$ cat config.mk
export PLATFORM = sky130hd
export DESIGN_NAME = pwm_tone_note_sequencer_flat
export DESIGN_NICKNAME = d
export VERILOG_FILES = /design/src/design/ptns_pkg.sv /design/src/design/ptns_if.sv /design/src/design/pwm_tone_note_sequencer.sv /design/src/design/ptns_ctrl.sv /design/src/design/ptns_datapath.sv /design/src/flat_wrapper.sv
export SDC_FILE = /design/constraint.sdc
export NUM_CORES = 2
export LEC_CHECK = 0
export ABC_AREA = 1
export BUFFER_PORTS_ARGS = -buffer_cell sky130_fd_sc_hd__buf_4
export CAP_MARGIN = 20
export CORE_MARGIN = 8
export CORE_UTILIZATION = 35
export CTS_CLUSTER_SIZE = 8
export DETAILED_ROUTE_END_ITERATION = 7
export PLACE_DENSITY_LB_ADDON = 0.08
export SYNTH_ARGS = -nofsm -noshare
export SYNTH_HDL_FRONTEND = slang
export SYNTH_SLANG_ARGS = --single-unit
$ cat constraint.sdc
create_clock -name i_clk -period 7 [get_ports i_clk]
set_input_delay 1.4 -clock i_clk [delete_from_list [all_inputs] [get_ports i_clk]]
set_output_delay 1.4 -clock i_clk [all_outputs]
set_load 0.05 [all_outputs]
$ cat src/design/ptns_pkg.sv
// Package: shared types and constants of the PWM tone note sequencer.
package ptns_pkg;

    localparam int ACTION_W   = 2;
    localparam int INDEX_W    = 6;
    localparam int FREQ_W     = 16;
    localparam int DUR_W      = 16;
    localparam int CLK_W      = 27;
    localparam int LEN_W      = 7;
    localparam int SHIFT_W    = 4;
    localparam int SCALE_W    = 12;
    localparam int CFG_IDX_W  = 3;
    localparam int CFG_DATA_W = 27;
    localparam int ENTRY_W    = FREQ_W + DUR_W;
    localparam int PROD_W     = DUR_W + SCALE_W;
    localparam int DIV_STEPS  = CLK_W;
    localparam int DIV_CNT_W  = 5;

    localparam logic [ACTION_W-1:0] ACT_WRITE   = 2'd0;
    localparam logic [ACTION_W-1:0] ACT_RESTART = 2'd1;
    localparam logic [ACTION_W-1:0] ACT_PLAY    = 2'd2;

    localparam logic [CFG_IDX_W-1:0] CFG_SONG_LENGTH    = 3'd0;
    localparam logic [CFG_IDX_W-1:0] CFG_TIMER_CLOCK_HZ = 3'd1;
    localparam logic [CFG_IDX_W-1:0] CFG_DUTY_SHIFT     = 3'd2;
    localparam logic [CFG_IDX_W-1:0] CFG_DURATION_SCALE = 3'd3;
    localparam logic [CFG_IDX_W-1:0] CFG_ADVANCE_ENABLE = 3'd4;

    localparam logic [LEN_W-1:0]   RST_SONG_LENGTH    = 7'd1;
    localparam logic [CLK_W-1:0]   RST_TIMER_CLOCK_HZ = 27'd1000000;
    localparam logic [SHIFT_W-1:0] RST_DUTY_SHIFT     = 4'd3;
    localparam logic [SCALE_W-1:0] RST_DURATION_SCALE = 12'd256;

    typedef enum logic [1:0] {
        S_IDLE,
        S_LOAD,
        S_DIV,
        S_DONE
    } t_state;

    typedef struct packed {
        logic wr_note;
        logic restart;
        logic play_start;
        logic note_load;
        logic div_step;
        logic finish;
    } t_dp_cmd;

    typedef struct packed {
        logic is_rest;
        logic div_last;
        logic out_free;
    } t_dp_stat;

endpackage

$ cat src/design/ptns_if.sv
// Interfaces: note item input, result output and configuration write channels.
interface ptns_in_if;
    import ptns_pkg::*;
    logic                valid;
    logic                ready;
    logic [ACTION_W-1:0] action;
    logic [INDEX_W-1:0]  entry_index;
    logic [FREQ_W-1:0]   entry_freq;
    logic [DUR_W-1:0]    entry_duration;
    modport source (output valid, action, entry_index, entry_freq, entry_duration,
                    input ready);
    modport sink (input valid, action, entry_index, entry_freq, entry_duration,
                  output ready);
endinterface

interface ptns_out_if;
    import ptns_pkg::*;
    logic               valid;
    logic               ready;
    logic [CLK_W-1:0]   period_reload;
    logic [CLK_W-1:0]   compare_value;
    logic [DUR_W-1:0]   note_time_ms;
    logic               is_rest;
    logic [INDEX_W-1:0] played_index;
    modport source (output valid, period_reload, compare_value, note_time_ms, is_rest,
                    played_index, input ready);
    modport sink (input valid, period_reload, compare_value, note_time_ms, is_rest,
                  played_index, output ready);
endinterface

interface ptns_cfg_if;
    import ptns_pkg::*;
    logic                  valid;
    logic                  ready;
    logic [CFG_IDX_W-1:0]  index;
    logic [CFG_DATA_W-1:0] data;
    modport source (output valid, index, data, input ready);
    modport sink (input valid, index, data, output ready);
endinterface

$ cat src/design/pwm_tone_note_sequencer.sv
// Top level: PWM tone note sequencer, controller plus datapath.
//
// Channels: i_note takes items (action, entry_index, entry_freq, entry_duration).
// A write item loads one note entry, a restart item sets the note pointer to 0,
// a play item reads the note at the pointer and returns one result transfer on
// o_result (period_reload, compare_value, note_time_ms, is_rest, played_index).
// i_cfg writes the five registers by index; it is always ready.
// Write and restart take effect on their transfer edge. A tone play reads the
// memory on its transfer edge, then passes the load state, the 27 steps of the
// restoring divider and the finish state, where its result is loaded. A rest
// skips the divider and goes from the load state straight to the finish state.
// Throughput: the one-bit-per-cycle divider sets the tone play rate; no item is
// taken while a play is under way, else write and restart items go one per cycle.
// Reset (synchronous, active low) restores register defaults, clears the
// pointer, the held period and the result valid; note memory is undefined
// until written.
// A stalled receiver: the result register holds; the next item is still taken,
// and a new play result waits in the finish state until the register frees.
module pwm_tone_note_sequencer #(
    parameter int NOTE_DEPTH = 64
) (
    input  logic        i_clk,
    input  logic        i_rst_n,
    ptns_in_if.sink     i_note,
    ptns_cfg_if.sink    i_cfg,
    ptns_out_if.source  o_result
);
    import ptns_pkg::*;

    t_dp_cmd  w_cmd;
    t_dp_stat w_stat;

    // sequencing of items
    ptns_ctrl u_ctrl (
        .i_clk      (i_clk),
        .i_rst_n    (i_rst_n),
        .i_in_valid (i_note.valid),
        .i_action   (i_note.action),
        .o_in_ready (i_note.ready),
        .o_cmd      (w_cmd),
        .i_stat     (w_stat)
    );

    // storage, divider, scaler and result register
    ptns_datapath #(
        .NOTE_DEPTH (NOTE_DEPTH)
    ) u_datapath (
        .i_clk            (i_clk),
        .i_rst_n          (i_rst_n),
        .i_cmd            (w_cmd),
        .o_stat           (w_stat),
        .i_entry_index    (i_note.entry_index),
        .i_entry_freq     (i_note.entry_freq),
        .i_entry_duration (i_note.entry_duration),
        .i_cfg            (i_cfg),
        .o_result         (o_result)
    );

endmodule

$ cat src/design/ptns_ctrl.sv
// Controller: sequences write, restart and play items through the datapath.
module ptns_ctrl (
    input  logic                      i_clk,
    input  logic                      i_rst_n,
    input  logic                      i_in_valid,
    input  logic [ptns_pkg::ACTION_W-1:0] i_action,
    output logic                      o_in_ready,
    output ptns_pkg::t_dp_cmd         o_cmd,
    input  ptns_pkg::t_dp_stat        i_stat
);
    import ptns_pkg::*;

    t_state r_state;
    t_state n_state;
    logic   w_accept;

    assign w_accept = i_in_valid && (r_state == S_IDLE);

    always_ff @(posedge i_clk) begin
        if (!i_rst_n) begin
            r_state <= S_IDLE;
        end else begin
            r_state <= n_state;
        end
    end

    always_comb begin
        n_state = r_state;
        case (r_state)
            S_IDLE: begin
                if (w_accept && (i_action == ACT_PLAY)) n_state = S_LOAD;
            end
            S_LOAD: begin
                n_state = i_stat.is_rest ? S_DONE : S_DIV;
            end
            S_DIV: begin
                if (i_stat.div_last) n_state = S_DONE;
            end
            S_DONE: begin
                if (i_stat.out_free) n_state = S_IDLE;
            end
            default: n_state = S_IDLE;
        endcase
    end

    always_comb begin
        o_in_ready = 1'b0;
        o_cmd      = '0;
        case (r_state)
            S_IDLE: begin
                o_in_ready       = 1'b1;
                o_cmd.wr_note    = w_accept && (i_action == ACT_WRITE);
                o_cmd.restart    = w_accept && (i_action == ACT_RESTART);
                o_cmd.play_start = w_accept && (i_action == ACT_PLAY);
            end
            S_LOAD: begin
                o_cmd.note_load = 1'b1;
            end
            S_DIV: begin
                o_cmd.div_step = 1'b1;
            end
            S_DONE: begin
                o_cmd.finish = i_stat.out_free;
            end
            default: begin
                o_cmd = '0;
            end
        endcase
    end

endmodule

$ cat src/design/ptns_datapath.sv
// Datapath: config registers, note memory, pointer, divider, scaler, result register.
module ptns_datapath #(
    parameter int NOTE_DEPTH = 64
) (
    input  logic                        i_clk,
    input  logic                        i_rst_n,
    input  ptns_pkg::t_dp_cmd           i_cmd,
    output ptns_pkg::t_dp_stat          o_stat,
    input  logic [ptns_pkg::INDEX_W-1:0] i_entry_index,
    input  logic [ptns_pkg::FREQ_W-1:0]  i_entry_freq,
    input  logic [ptns_pkg::DUR_W-1:0]   i_entry_duration,
    ptns_cfg_if.sink                    i_cfg,
    ptns_out_if.source                  o_result
);
    import ptns_pkg::*;

    localparam int ADDR_W = (NOTE_DEPTH > 1) ? $clog2(NOTE_DEPTH) : 1;
    localparam int PTR_W  = $clog2(NOTE_DEPTH + 1);
    localparam int CMP_W  = (PTR_W > LEN_W) ? PTR_W : LEN_W;

    // configuration registers
    logic [LEN_W-1:0]   r_song_length;
    logic [CLK_W-1:0]   r_timer_hz;
    logic [SHIFT_W-1:0] r_duty_shift;
    logic [SCALE_W-1:0] r_dur_scale;
    logic               r_adv;

    assign i_cfg.ready = 1'b1;

    always_ff @(posedge i_clk) begin
        if (!i_rst_n) begin
            r_song_length <= RST_SONG_LENGTH;
            r_timer_hz    <= RST_TIMER_CLOCK_HZ;
            r_duty_shift  <= RST_DUTY_SHIFT;
            r_dur_scale   <= RST_DURATION_SCALE;
            r_adv         <= 1'b1;
        end else if (i_cfg.valid) begin
            case (i_cfg.index)
                CFG_SONG_LENGTH:    r_song_length <= i_cfg.data[LEN_W-1:0];
                CFG_TIMER_CLOCK_HZ: r_timer_hz    <= i_cfg.data[CLK_W-1:0];
                CFG_DUTY_SHIFT:     r_duty_shift  <= i_cfg.data[SHIFT_W-1:0];
                CFG_DURATION_SCALE: r_dur_scale   <= i_cfg.data[SCALE_W-1:0];
                CFG_ADVANCE_ENABLE: r_adv         <= i_cfg.data[0];
                default: ;
            endcase
        end
    end

    // note memory, one write port and one registered read port
    logic [ENTRY_W-1:0] r_mem [NOTE_DEPTH];
    logic [ENTRY_W-1:0] r_rd_data;
    logic [15:0]        w_idx_ext;
    logic               w_idx_ok;

    assign w_idx_ext = {{(16-INDEX_W){1'b0}}, i_entry_index};
    assign w_idx_ok  = 32'(w_idx_ext) < 32'(NOTE_DEPTH);

    always_ff @(posedge i_clk) begin
        if (i_cmd.wr_note && w_idx_ok) begin
            r_mem[w_idx_ext[ADDR_W-1:0]] <= {i_entry_duration, i_entry_freq};
        end
    end

    // pointer with wrap at the effective song length
    logic [PTR_W-1:0] r_ptr;
    logic [PTR_W-1:0] r_play_ptr;
    logic [CMP_W-1:0] w_len;
    logic [PTR_W-1:0] w_ptr_eff;
    logic [15:0]      w_ptr_ext;

    always_comb begin
        w_len = CMP_W'(r_song_length);
        if (w_len == '0) w_len = CMP_W'(1);
        if (w_len > CMP_W'(NOTE_DEPTH)) w_len = CMP_W'(NOTE_DEPTH);
    end

    assign w_ptr_eff = (CMP_W'(r_ptr) >= w_len) ? '0 : r_ptr;
    assign w_ptr_ext = 16'(w_ptr_eff);

    always_ff @(posedge i_clk) begin
        if (i_cmd.play_start) begin
            r_rd_data <= r_mem[w_ptr_ext[ADDR_W-1:0]];
        end
    end

    always_ff @(posedge i_clk) begin
        if (i_cmd.play_start) r_play_ptr <= w_ptr_eff;
    end

    always_ff @(posedge i_clk) begin
        if (!i_rst_n) begin
            r_ptr <= '0;
        end else if (i_cmd.restart) begin
            r_ptr <= '0;
        end else if (i_cmd.finish) begin
            r_ptr <= r_adv ? (r_play_ptr + PTR_W'(1)) : r_play_ptr;
        end
    end

    // restoring divider, one quotient bit per cycle; tempo product
    logic [FREQ_W-1:0]    w_freq;
    logic [FREQ_W-1:0]    r_rem;
    logic [CLK_W-1:0]     r_quo;
    logic [DIV_CNT_W-1:0] r_cnt;
    logic [PROD_W-1:0]    r_prod;
    logic [FREQ_W:0]      w_trial;
    logic [FREQ_W:0]      w_diff;

    assign w_freq  = r_rd_data[FREQ_W-1:0];
    assign w_trial = {r_rem, r_quo[CLK_W-1]};
    assign w_diff  = w_trial - {1'b0, w_freq};

    always_ff @(posedge i_clk) begin
        if (i_cmd.note_load) begin
            r_rem  <= '0;
            r_quo  <= r_timer_hz;
            r_cnt  <= DIV_CNT_W'(DIV_STEPS - 1);
            r_prod <= PROD_W'(r_rd_data[ENTRY_W-1:FREQ_W]) * PROD_W'(r_dur_scale);
        end else if (i_cmd.div_step) begin
            r_cnt <= r_cnt - DIV_CNT_W'(1);
            if (!w_diff[FREQ_W]) begin
                r_rem <= w_diff[FREQ_W-1:0];
                r_quo <= {r_quo[CLK_W-2:0], 1'b1};
            end else begin
                r_rem <= w_trial[FREQ_W-1:0];
                r_quo <= {r_quo[CLK_W-2:0], 1'b0};
            end
        end
    end

    // result forming
    logic             w_rest;
    logic [CLK_W-1:0] w_period;
    logic [CLK_W-1:0] w_compare;
    logic [DUR_W-1:0] w_scaled;
    logic [CLK_W-1:0] r_held;
    logic             r_out_valid;

    assign w_rest    = (w_freq == '0);
    assign w_period  = (r_quo == '0) ? '0 : (r_quo - CLK_W'(1));
    assign w_compare = w_period >> r_duty_shift;
    assign w_scaled  = (r_prod[PROD_W-1:DUR_W+8] != '0) ? '1 : r_prod[DUR_W+7:8];

    always_ff @(posedge i_clk) begin
        if (!i_rst_n) begin
            r_held <= '0;
        end else if (i_cmd.finish && !w_rest) begin
            r_held <= w_period;
        end
    end

    always_ff @(posedge i_clk) begin
        if (!i_rst_n) begin
            r_out_valid <= 1'b0;
        end else if (i_cmd.finish) begin
            r_out_valid <= 1'b1;
        end else if (o_result.ready) begin
            r_out_valid <= 1'b0;
        end
    end

    always_ff @(posedge i_clk) begin
        if (i_cmd.finish) begin
            o_result.period_reload <= w_rest ? r_held : w_period;
            o_result.compare_value <= w_rest ? '0 : w_compare;
            o_result.note_time_ms  <= w_scaled;
            o_result.is_rest       <= w_rest;
            o_result.played_index  <= INDEX_W'(r_play_ptr);
        end
    end

    assign o_result.valid = r_out_valid;

    assign o_stat.is_rest  = w_rest;
    assign o_stat.div_last = (r_cnt == '0);
    assign o_stat.out_free = !r_out_valid || o_result.ready;

endmodule

$ cat src/flat_wrapper.sv
// flat-port wrapper written by rule: the top's interface ports become plain ports
module pwm_tone_note_sequencer_flat import ptns_pkg::*;
#(
    parameter int NOTE_DEPTH = 64
)
  (i_clk, i_rst_n, i_note_valid, i_note_action, i_note_entry_index, i_note_entry_freq, i_note_entry_duration, i_note_ready, i_cfg_valid, i_cfg_index, i_cfg_data, i_cfg_ready, o_result_valid, o_result_period_reload, o_result_compare_value, o_result_note_time_ms, o_result_is_rest, o_result_played_index, o_result_ready);
  ptns_in_if i_note_i ();
  ptns_cfg_if i_cfg_i ();
  ptns_out_if o_result_i ();
  input  logic i_clk;
  input  logic i_rst_n;
  input wire logic [$bits(i_note_i.valid)-1:0] i_note_valid;
  input wire logic [$bits(i_note_i.action)-1:0] i_note_action;
  input wire logic [$bits(i_note_i.entry_index)-1:0] i_note_entry_index;
  input wire logic [$bits(i_note_i.entry_freq)-1:0] i_note_entry_freq;
  input wire logic [$bits(i_note_i.entry_duration)-1:0] i_note_entry_duration;
  output wire logic [$bits(i_note_i.ready)-1:0] i_note_ready;
  input wire logic [$bits(i_cfg_i.valid)-1:0] i_cfg_valid;
  input wire logic [$bits(i_cfg_i.index)-1:0] i_cfg_index;
  input wire logic [$bits(i_cfg_i.data)-1:0] i_cfg_data;
  output wire logic [$bits(i_cfg_i.ready)-1:0] i_cfg_ready;
  output wire logic [$bits(o_result_i.valid)-1:0] o_result_valid;
  output wire logic [$bits(o_result_i.period_reload)-1:0] o_result_period_reload;
  output wire logic [$bits(o_result_i.compare_value)-1:0] o_result_compare_value;
  output wire logic [$bits(o_result_i.note_time_ms)-1:0] o_result_note_time_ms;
  output wire logic [$bits(o_result_i.is_rest)-1:0] o_result_is_rest;
  output wire logic [$bits(o_result_i.played_index)-1:0] o_result_played_index;
  input wire logic [$bits(o_result_i.ready)-1:0] o_result_ready;
  assign i_note_i.valid = i_note_valid;
  assign i_note_i.action = i_note_action;
  assign i_note_i.entry_index = i_note_entry_index;
  assign i_note_i.entry_freq = i_note_entry_freq;
  assign i_note_i.entry_duration = i_note_entry_duration;
  assign i_note_ready = i_note_i.ready;
  assign i_cfg_i.valid = i_cfg_valid;
  assign i_cfg_i.index = i_cfg_index;
  assign i_cfg_i.data = i_cfg_data;
  assign i_cfg_ready = i_cfg_i.ready;
  assign o_result_valid = o_result_i.valid;
  assign o_result_period_reload = o_result_i.period_reload;
  assign o_result_compare_value = o_result_i.compare_value;
  assign o_result_note_time_ms = o_result_i.note_time_ms;
  assign o_result_is_rest = o_result_i.is_rest;
  assign o_result_played_index = o_result_i.played_index;
  assign o_result_i.ready = o_result_ready;
  pwm_tone_note_sequencer #(.NOTE_DEPTH(NOTE_DEPTH)) u_core (.i_clk(i_clk), .i_rst_n(i_rst_n), .i_note(i_note_i), .i_cfg(i_cfg_i), .o_result(o_result_i));
endmodule
[After elaboration in Yosys (flattened, before gate mapping)]
Memories as Yosys holds them, arrays and structs flattened. A register that Yosys moved wholly into a read port is not among the register bits.
Cells that the tools add are included.
Operators by class
  $add $sub $neg: 4
  $mul: 1
  order comparisons: 3
  equal/unequal tests: 12
  shift-type cells: 1
  muxes and demuxes: 24
  bitwise operators: 1
  reduce and logical (&&, ||, !) cells: 26
Operator list (count)
  2-to-1 mux 27 bit: 4
  multiplier 16 x 12 -> 28 bit: 1
  zero test 27 bit: 1
  right shift 27 x 4 -> 27 bit: 1
  subtractor 27 x 1 -> 27 bit (second input constant): 1
  2-to-1 mux 7 bit: 3
  subtractor 17 x 16 -> 17 bit: 1
  zero test 16 bit: 1
  2-to-1 mux 16 bit: 1
  2-to-1 mux 1 bit: 10
  AND reduction 2 bit: 5
  one-hot mux 2 bit (4 select lines): 1
  adder 7 x 1 -> 7 bit (second input constant): 1
  >= comparator 7 bit: 1
  > comparator 7 bit (second input constant): 1
  zero test 7 bit: 1
  less-than comparator 6 x 7 -> 1 bit (second input constant): 1
  == test 2 bit (second input constant): 3
  == test 3 x 2 -> 1 bit (second input constant): 2
  logical AND 1 bit: 6
  2-to-1 mux 2 bit: 3
  2-to-1 mux 6 bit: 1
  zero test 5 bit: 1
  subtractor 5 x 1 -> 5 bit (second input constant): 1
  other kinds (15): 20
Word-level totals
  bits in registers: 248
  RAM bits: 2048
  input port bits: 75
  output and inout port bits: 80
  word-level logic and storage cells: 93
  memories kept: 1
Memory list
  u_core.u_datapath.r_mem: depth 64, width 32, read ports 1, clocked after Yosys merged registers in 1, write ports 1, RTL line ptns_datapath.sv:50  | logic [ENTRY_W-1:0] r_mem [NOTE_DEPTH];

[Depth between registers and ports, before layout]
  word-level depth: 7
  gate-level depth with buffers: 26
  mapped depth without buffers: 24

[By module]
Synthesis repeated with hierarchy kept, for this count alone.
Second synthesis, totals
  cells, all modules: 10683
  area total of the unflattened synthesis: 108318.9 um2
Modules (own cells, without submodules)
  ptns_datapath: times used 1, cells each 10646, area each 108084.9 um2, sequential area each 68535.7 um2
  ptns_ctrl: times used 1, cells each 37, area each 234.0 um2, sequential area each 40.0 um2

[Least setup slack after synthesis]
OpenSTA, ideal clock, no wires.
  kind: input -> register
  start: in i_note_valid
  end: reg u_core.u_ctrl.r_state[0]
  library setup time: 0.132 ns
  arrival time: 4.888 ns
  data required time: 6.868 ns
  slack: 1.980 ns
  cell stages on the path: 7
  buffers on the path: 0
  path through: nand2_1 > nor3_1 > nor2_1 > nor3_1 > o21ai_0 > nand2_1 > a21oi_1
On the way
  cells in the longest elaborated chain, start to end: 4
RTL lines
  start: declaration: RTL line flat_wrapper.sv:12  | input wire logic [$bits(i_note_i.valid)-1:0] i_note_valid;
  logical AND 1 bit: RTL line ptns_ctrl.sv:17  | assign w_accept = i_in_valid && (r_state == S_IDLE);
  logical AND 1 bit: RTL line ptns_ctrl.sv:31  | if (w_accept && (i_action == ACT_PLAY)) n_state = S_LOAD;
  inequality test 2 x 1 -> 1 bit (no line)
  AND reduction 3 bit (no line)
  end signal: assignment: RTL line ptns_ctrl.sv:23  | r_state <= n_state;
  end: declaration: RTL line ptns_ctrl.sv:13  | t_state r_state;
Every way passes these cells.
A chain may end at the register's enable or synchronous reset.

[Worst setup path after layout]
  start: reg u_core.u_datapath.r_dur_scale[6]
  end: reg u_core.u_datapath.r_prod[24], data pin
On the way
  cells in the longest elaborated chain, start to end: 1
RTL lines
  start: declaration: RTL line ptns_datapath.sv:25  | logic [SCALE_W-1:0] r_dur_scale;
  start signal: assignment: RTL line ptns_datapath.sv:42  | CFG_DURATION_SCALE: r_dur_scale <= i_cfg.data[SCALE_W-1:0];
  multiplier 16 x 12 -> 28 bit: RTL line ptns_datapath.sv:118  | r_prod <= PROD_W'(r_rd_data[ENTRY_W-1:FREQ_W]) * PROD_W'(r_dur_scale);
  end signal: assignment: RTL line ptns_datapath.sv:118
  end: declaration: RTL line ptns_datapath.sv:105  | logic [PROD_W-1:0] r_prod;
Every way passes these cells.

==> impl_metrics.tcl <==
set metrics [dict create \
    gp_congestion 0.826 \
    place_ws_ps 1490 \
    multi_input_area_sq_mm 0.0309 \
    fin_worst_skew_ps 69.4 \
    synth_seq_area_share_pct 63.3 \
    final_nets 11000 \
    internal-power_mw 25.4 \
    htreeDepth 5 \
    ys.flop_type "edfxtp_1" \
    start_kind "flip-flop" \
    wl_met3_um 18600 \
    clkLatencyLatePin_ps 910 \
    critPathSlowestCell "dfxtp_1" \
    fp.dieArea_sq_mm 0.327 \
    fp.dieH_um 572 \
    die_width_um 572 \
    drive_gt1_share_pct 8.91 \
    crit_path_end_kind "flip-flop" \
    dr.max_layer_used "met5" \
    hold_violations 0 \
    synth.distinct_cells 43 \
    ctsHoldBuffers 0 \
    peakVddDrop_uv 304 \
    critPathKind "flip-flop to flip-flop" \
    synth_area_leaders "edfxtp_1 61%, nand3_1 7.6%, inv_1 6.2%, nand2_1 6.1%, nor2_1 3.1%" \
    synth_area_leader_cell "edfxtp_1" \
    route.detailed.drc 0 \
    period_share_pct 77.4 \
    p_clk_share_pct 41.1 \
    finalWorstSetupSlack_ps 1580 \
    drt-vias-per-instance 5.12 \
    power_density_mw_per_mm2 287 \
    yosys_warnings 0 \
    cts.path.max_buffers 4 \
    maxCapViolations 0 \
    power_switching_mw 9.99 \
    start_util_pct 35.1 \
    synth-seq-cells 2320 \
    synth-simple-area-share_pct 21.0 \
    ff2ff_setup_slack_ps 1580 \
    drtIter0Drc 6123 \
    status "completed" \
    synth_edf_count 2211 \
    cp_cell_sequence "nand2_1 -> fa_1 -> inv_1 -> fa_1 -> fa_1 -> fa_1 -> inv_1 -> fa_1 -> inv_1 -> ha_1 -> nand2_1 -> o21ai_0 -> a21oi_1 -> nand2_1 -> nand2_1 -> nand2_1 -> nand3_1 -> nand3_1 -> nand2_1" \
    arrival_ps 6060 \
    portBuffers 153 \
    gr-usage-all-layers_pct 21.8 \
    p_comb_share_pct 14.1 \
    syn_inst 10700 \
    grt_overflow_total 0 \
    p_leak_nw 50.1 \
    worst_pin_slew_ps 1160 \
    antenna_found_initial 26 \
    fmax_ghz 0.184 \
    crit_buf_inv 3 \
    met2_length_um 175000 \
    netlist_area_sq_mm 0.108 \
    synth_top_area_share_pct 61.3 \
    hp-start "u_core.u_datapath.r_timer_hz[14]" \
    grt_pass1_vias 74800 \
    hold_class "flip-flop to flip-flop" \
    ant_nets 0 \
    hpwlAfterDp_um 209000 \
    synthArstFlopShare_pct 0 \
    setup-tns-final_ps 0 \
    grt_setup_unrepaired "no" \
    cts_resized 0 \
    hold_depth 2 \
    cp_top_family "adder cells" \
    cts_buffers 330 \
    cts_setup_buffers 0 \
    ios 155 \
    reg2reg_from "u_core.u_datapath.r_dur_scale[6]" \
    syn_avg_cell_area_sq_um 10.1 \
    clock-sinks 2320 \
    rr_worst_depth 19 \
    syn-num-nets 11000 \
    clk_pin_slew_ps 50 \
    wl_um 367000 \
    p_sw_share_pct 28.2 \
    wire_per_inst_um 24.6 \
    period_minus_slack_ps 5420 \
    core_sq_mm 0.308 \
    synth-adder-area-share_pct 3.65 \
    p_total_mw 35.4 \
    slowest_delay_ps 810 \
    grt_pass1_wl_um 533000 \
    synth_compound_area_share_pct 2.99 \
    synth_mux_area_share_pct 0.0196 \
    r2r_end "u_core.u_datapath.r_prod[24]" \
    cts_root_buffer "clkbuf_16" \
    crit_top_cell "nand2_1" \
    drv_slew 0 \
    fillers 30100 \
    max_slew_margin_pct 22.5 \
    area_growth_syn_to_layout_pct 14.0 \
    num_vias 76300 \
    grt_start_max_net_pins 164 \
    seq_area_sq_mm 0.0686 \
    cp_max_fo 17 \
    cp.required_ps 7640 \
    synth_top_family_by_area "simple AND/OR/NAND/NOR gates" \
    min_to "u_core.u_datapath.r_timer_hz[14]" \
    cts_tree "built" \
    wl_met1_um 163000 \
    first_pass_iters 6 \
    seq_power_share_pct 44.8 \
    utilization_pct 40.0 \
    finalSetupViolCount 0 \
    num_rows 204 \
    synth_xor_area_share_pct 0.324 \
]
-- cells by family after synthesis --
| family | count (synthesis) |
|---|---|
| AO/OA/AOI/OAI | 626 |
| AND/OR/NAND/NOR | 5026 |
| buffers and inverters | 2440 |
| flip-flops | 2320 |
| multiplexers | 2 |
| other | 1 |
| adder cells (fa/ha/maj) | 232 |
| XOR/XNOR | 40 |
-- flip-flops by register name (all words and copies together) (netlist names), 16 cells and up --
signal	cells
u_core.u_datapath.r_held	27
u_core.u_datapath.o_result.note_time_ms	16
u_core.u_datapath.r_mem	2048
u_core.u_datapath.r_prod	20
u_core.u_datapath.r_quo	27
u_core.u_datapath.r_rd_data	32
u_core.u_datapath.o_result.period_reload	27
u_core.u_datapath.r_rem	16
u_core.u_datapath.r_timer_hz	27
u_core.u_datapath.o_result.compare_value	27
-- layer usage --
layer  GRT usage, %  vias up
li1               -    35600
met1           29.6    38000
met2           36.9     2120
met3           2.80      534
met4           6.04        2
met5              0        -
-- tightest hold or removal path, stage by stage, from the launching register on --
cell	delay [ps]
dfxtp_1	320
nand2_1	50
nand3_1	50
-- area by class of cell --
| class | instances | area share (%) |
|---|---|---|
| sequential | 2320 | 55.5 |
| timing repair buffer | 347 | 2.52 |
| antenna | 4 | 0.00811 |
| tap | 4120 | 4.17 |
| multi-input combinational | 5927 | 25.0 |
| inverter | 1785 | 5.45 |
| clock buffer | 379 | 6.93 |
| clock inverter | 24 | 0.336 |
-- worst max-delay path by stage --
stage,startpoint,endpoint,slack (ps),cells past startpoint
after floorplan,i_note_valid,u_core.u_ctrl.r_state[0],1980,7
after global placement,u_core.u_datapath.r_dur_scale[6],u_core.u_datapath.r_prod[24],1520,19
after detailed placement,u_core.u_datapath.r_dur_scale[6],u_core.u_datapath.r_prod[24],1490,19
after CTS,u_core.u_datapath.r_dur_scale[6],u_core.u_datapath.r_prod[24],1530,19
after global routing,u_core.u_datapath.r_dur_scale[6],u_core.u_datapath.r_prod[23],1260,17
final,u_core.u_datapath.r_dur_scale[6],u_core.u_datapath.r_prod[24],1580,19
-- power groups by stage --
stage | clock network (mW) | registers (mW) | logic, mW
CTS | 14.9 | 15.9 | 5.03
global route | 15.4 | 15.9 | 5.45
detailed placement | 0 | 16.1 | 5.02
floorplan | 0 | 16.1 | 2.86
global placement | 0 | 16.1 | 4.99
finish | 14.5 | 15.9 | 4.99
-- cells in the mapped netlist, drive strengths merged, types with 3 or more instances --
| library cell | n |
|---|---|
| a21o | 4 |
| a21oi | 117 |
| buf | 239 |
| clkbuf | 416 |
| dfxtp | 109 |
| edfxtp | 2211 |
| fa | 140 |
| ha | 92 |
| inv | 1783 |
| nand2 | 1754 |
| nand3 | 1652 |
| nand4 | 506 |
| nor2 | 891 |
| nor3 | 14 |
| nor4 | 5 |
| o211ai | 17 |
| o21a | 3 |
| o21ai | 472 |
| o21bai | 4 |
| or2 | 200 |
| xnor2 | 12 |
| xor2 | 28 |
-- cell usage in the layout (no fill, tap or decap), types with 43 or more instances in the layout --
| cell | synthesis | layout |
|---|---|---|
| dfxtp_1 | 109 | 108 |
| nor2_4 | 0 | 64 |
| inv_1 | 1780 | 1776 |
| nor2_1 | 891 | 826 |
| nand4_1 | 506 | 506 |
| clkbuf_16 | 0 | 335 |
| nand2_1 | 1753 | 1753 |
| clkbuf_1 | 416 | 43 |
| or2_2 | 168 | 168 |
| nand3_1 | 1650 | 1646 |
| a21oi_1 | 116 | 116 |
| fa_1 | 140 | 140 |
| edfxtp_1 | 2211 | 2211 |
| o21ai_0 | 471 | 471 |
| buf_4 | 4 | 306 |
| ha_1 | 92 | 91 |
-- metrics by stage --
stage / cell area (sq um) / hold slack [ps] / std cells
detailed placement: 114000 / 450 / 14500
floorplan: 108000 / 429 / 10700
finish: 123000 / 460 / 14900
global route: 123000 / 490 / 14900
global placement: 114000 / 445 / 14500
CTS: 123000 / 462 / 14900
Power figures use the tool's default switching activity.
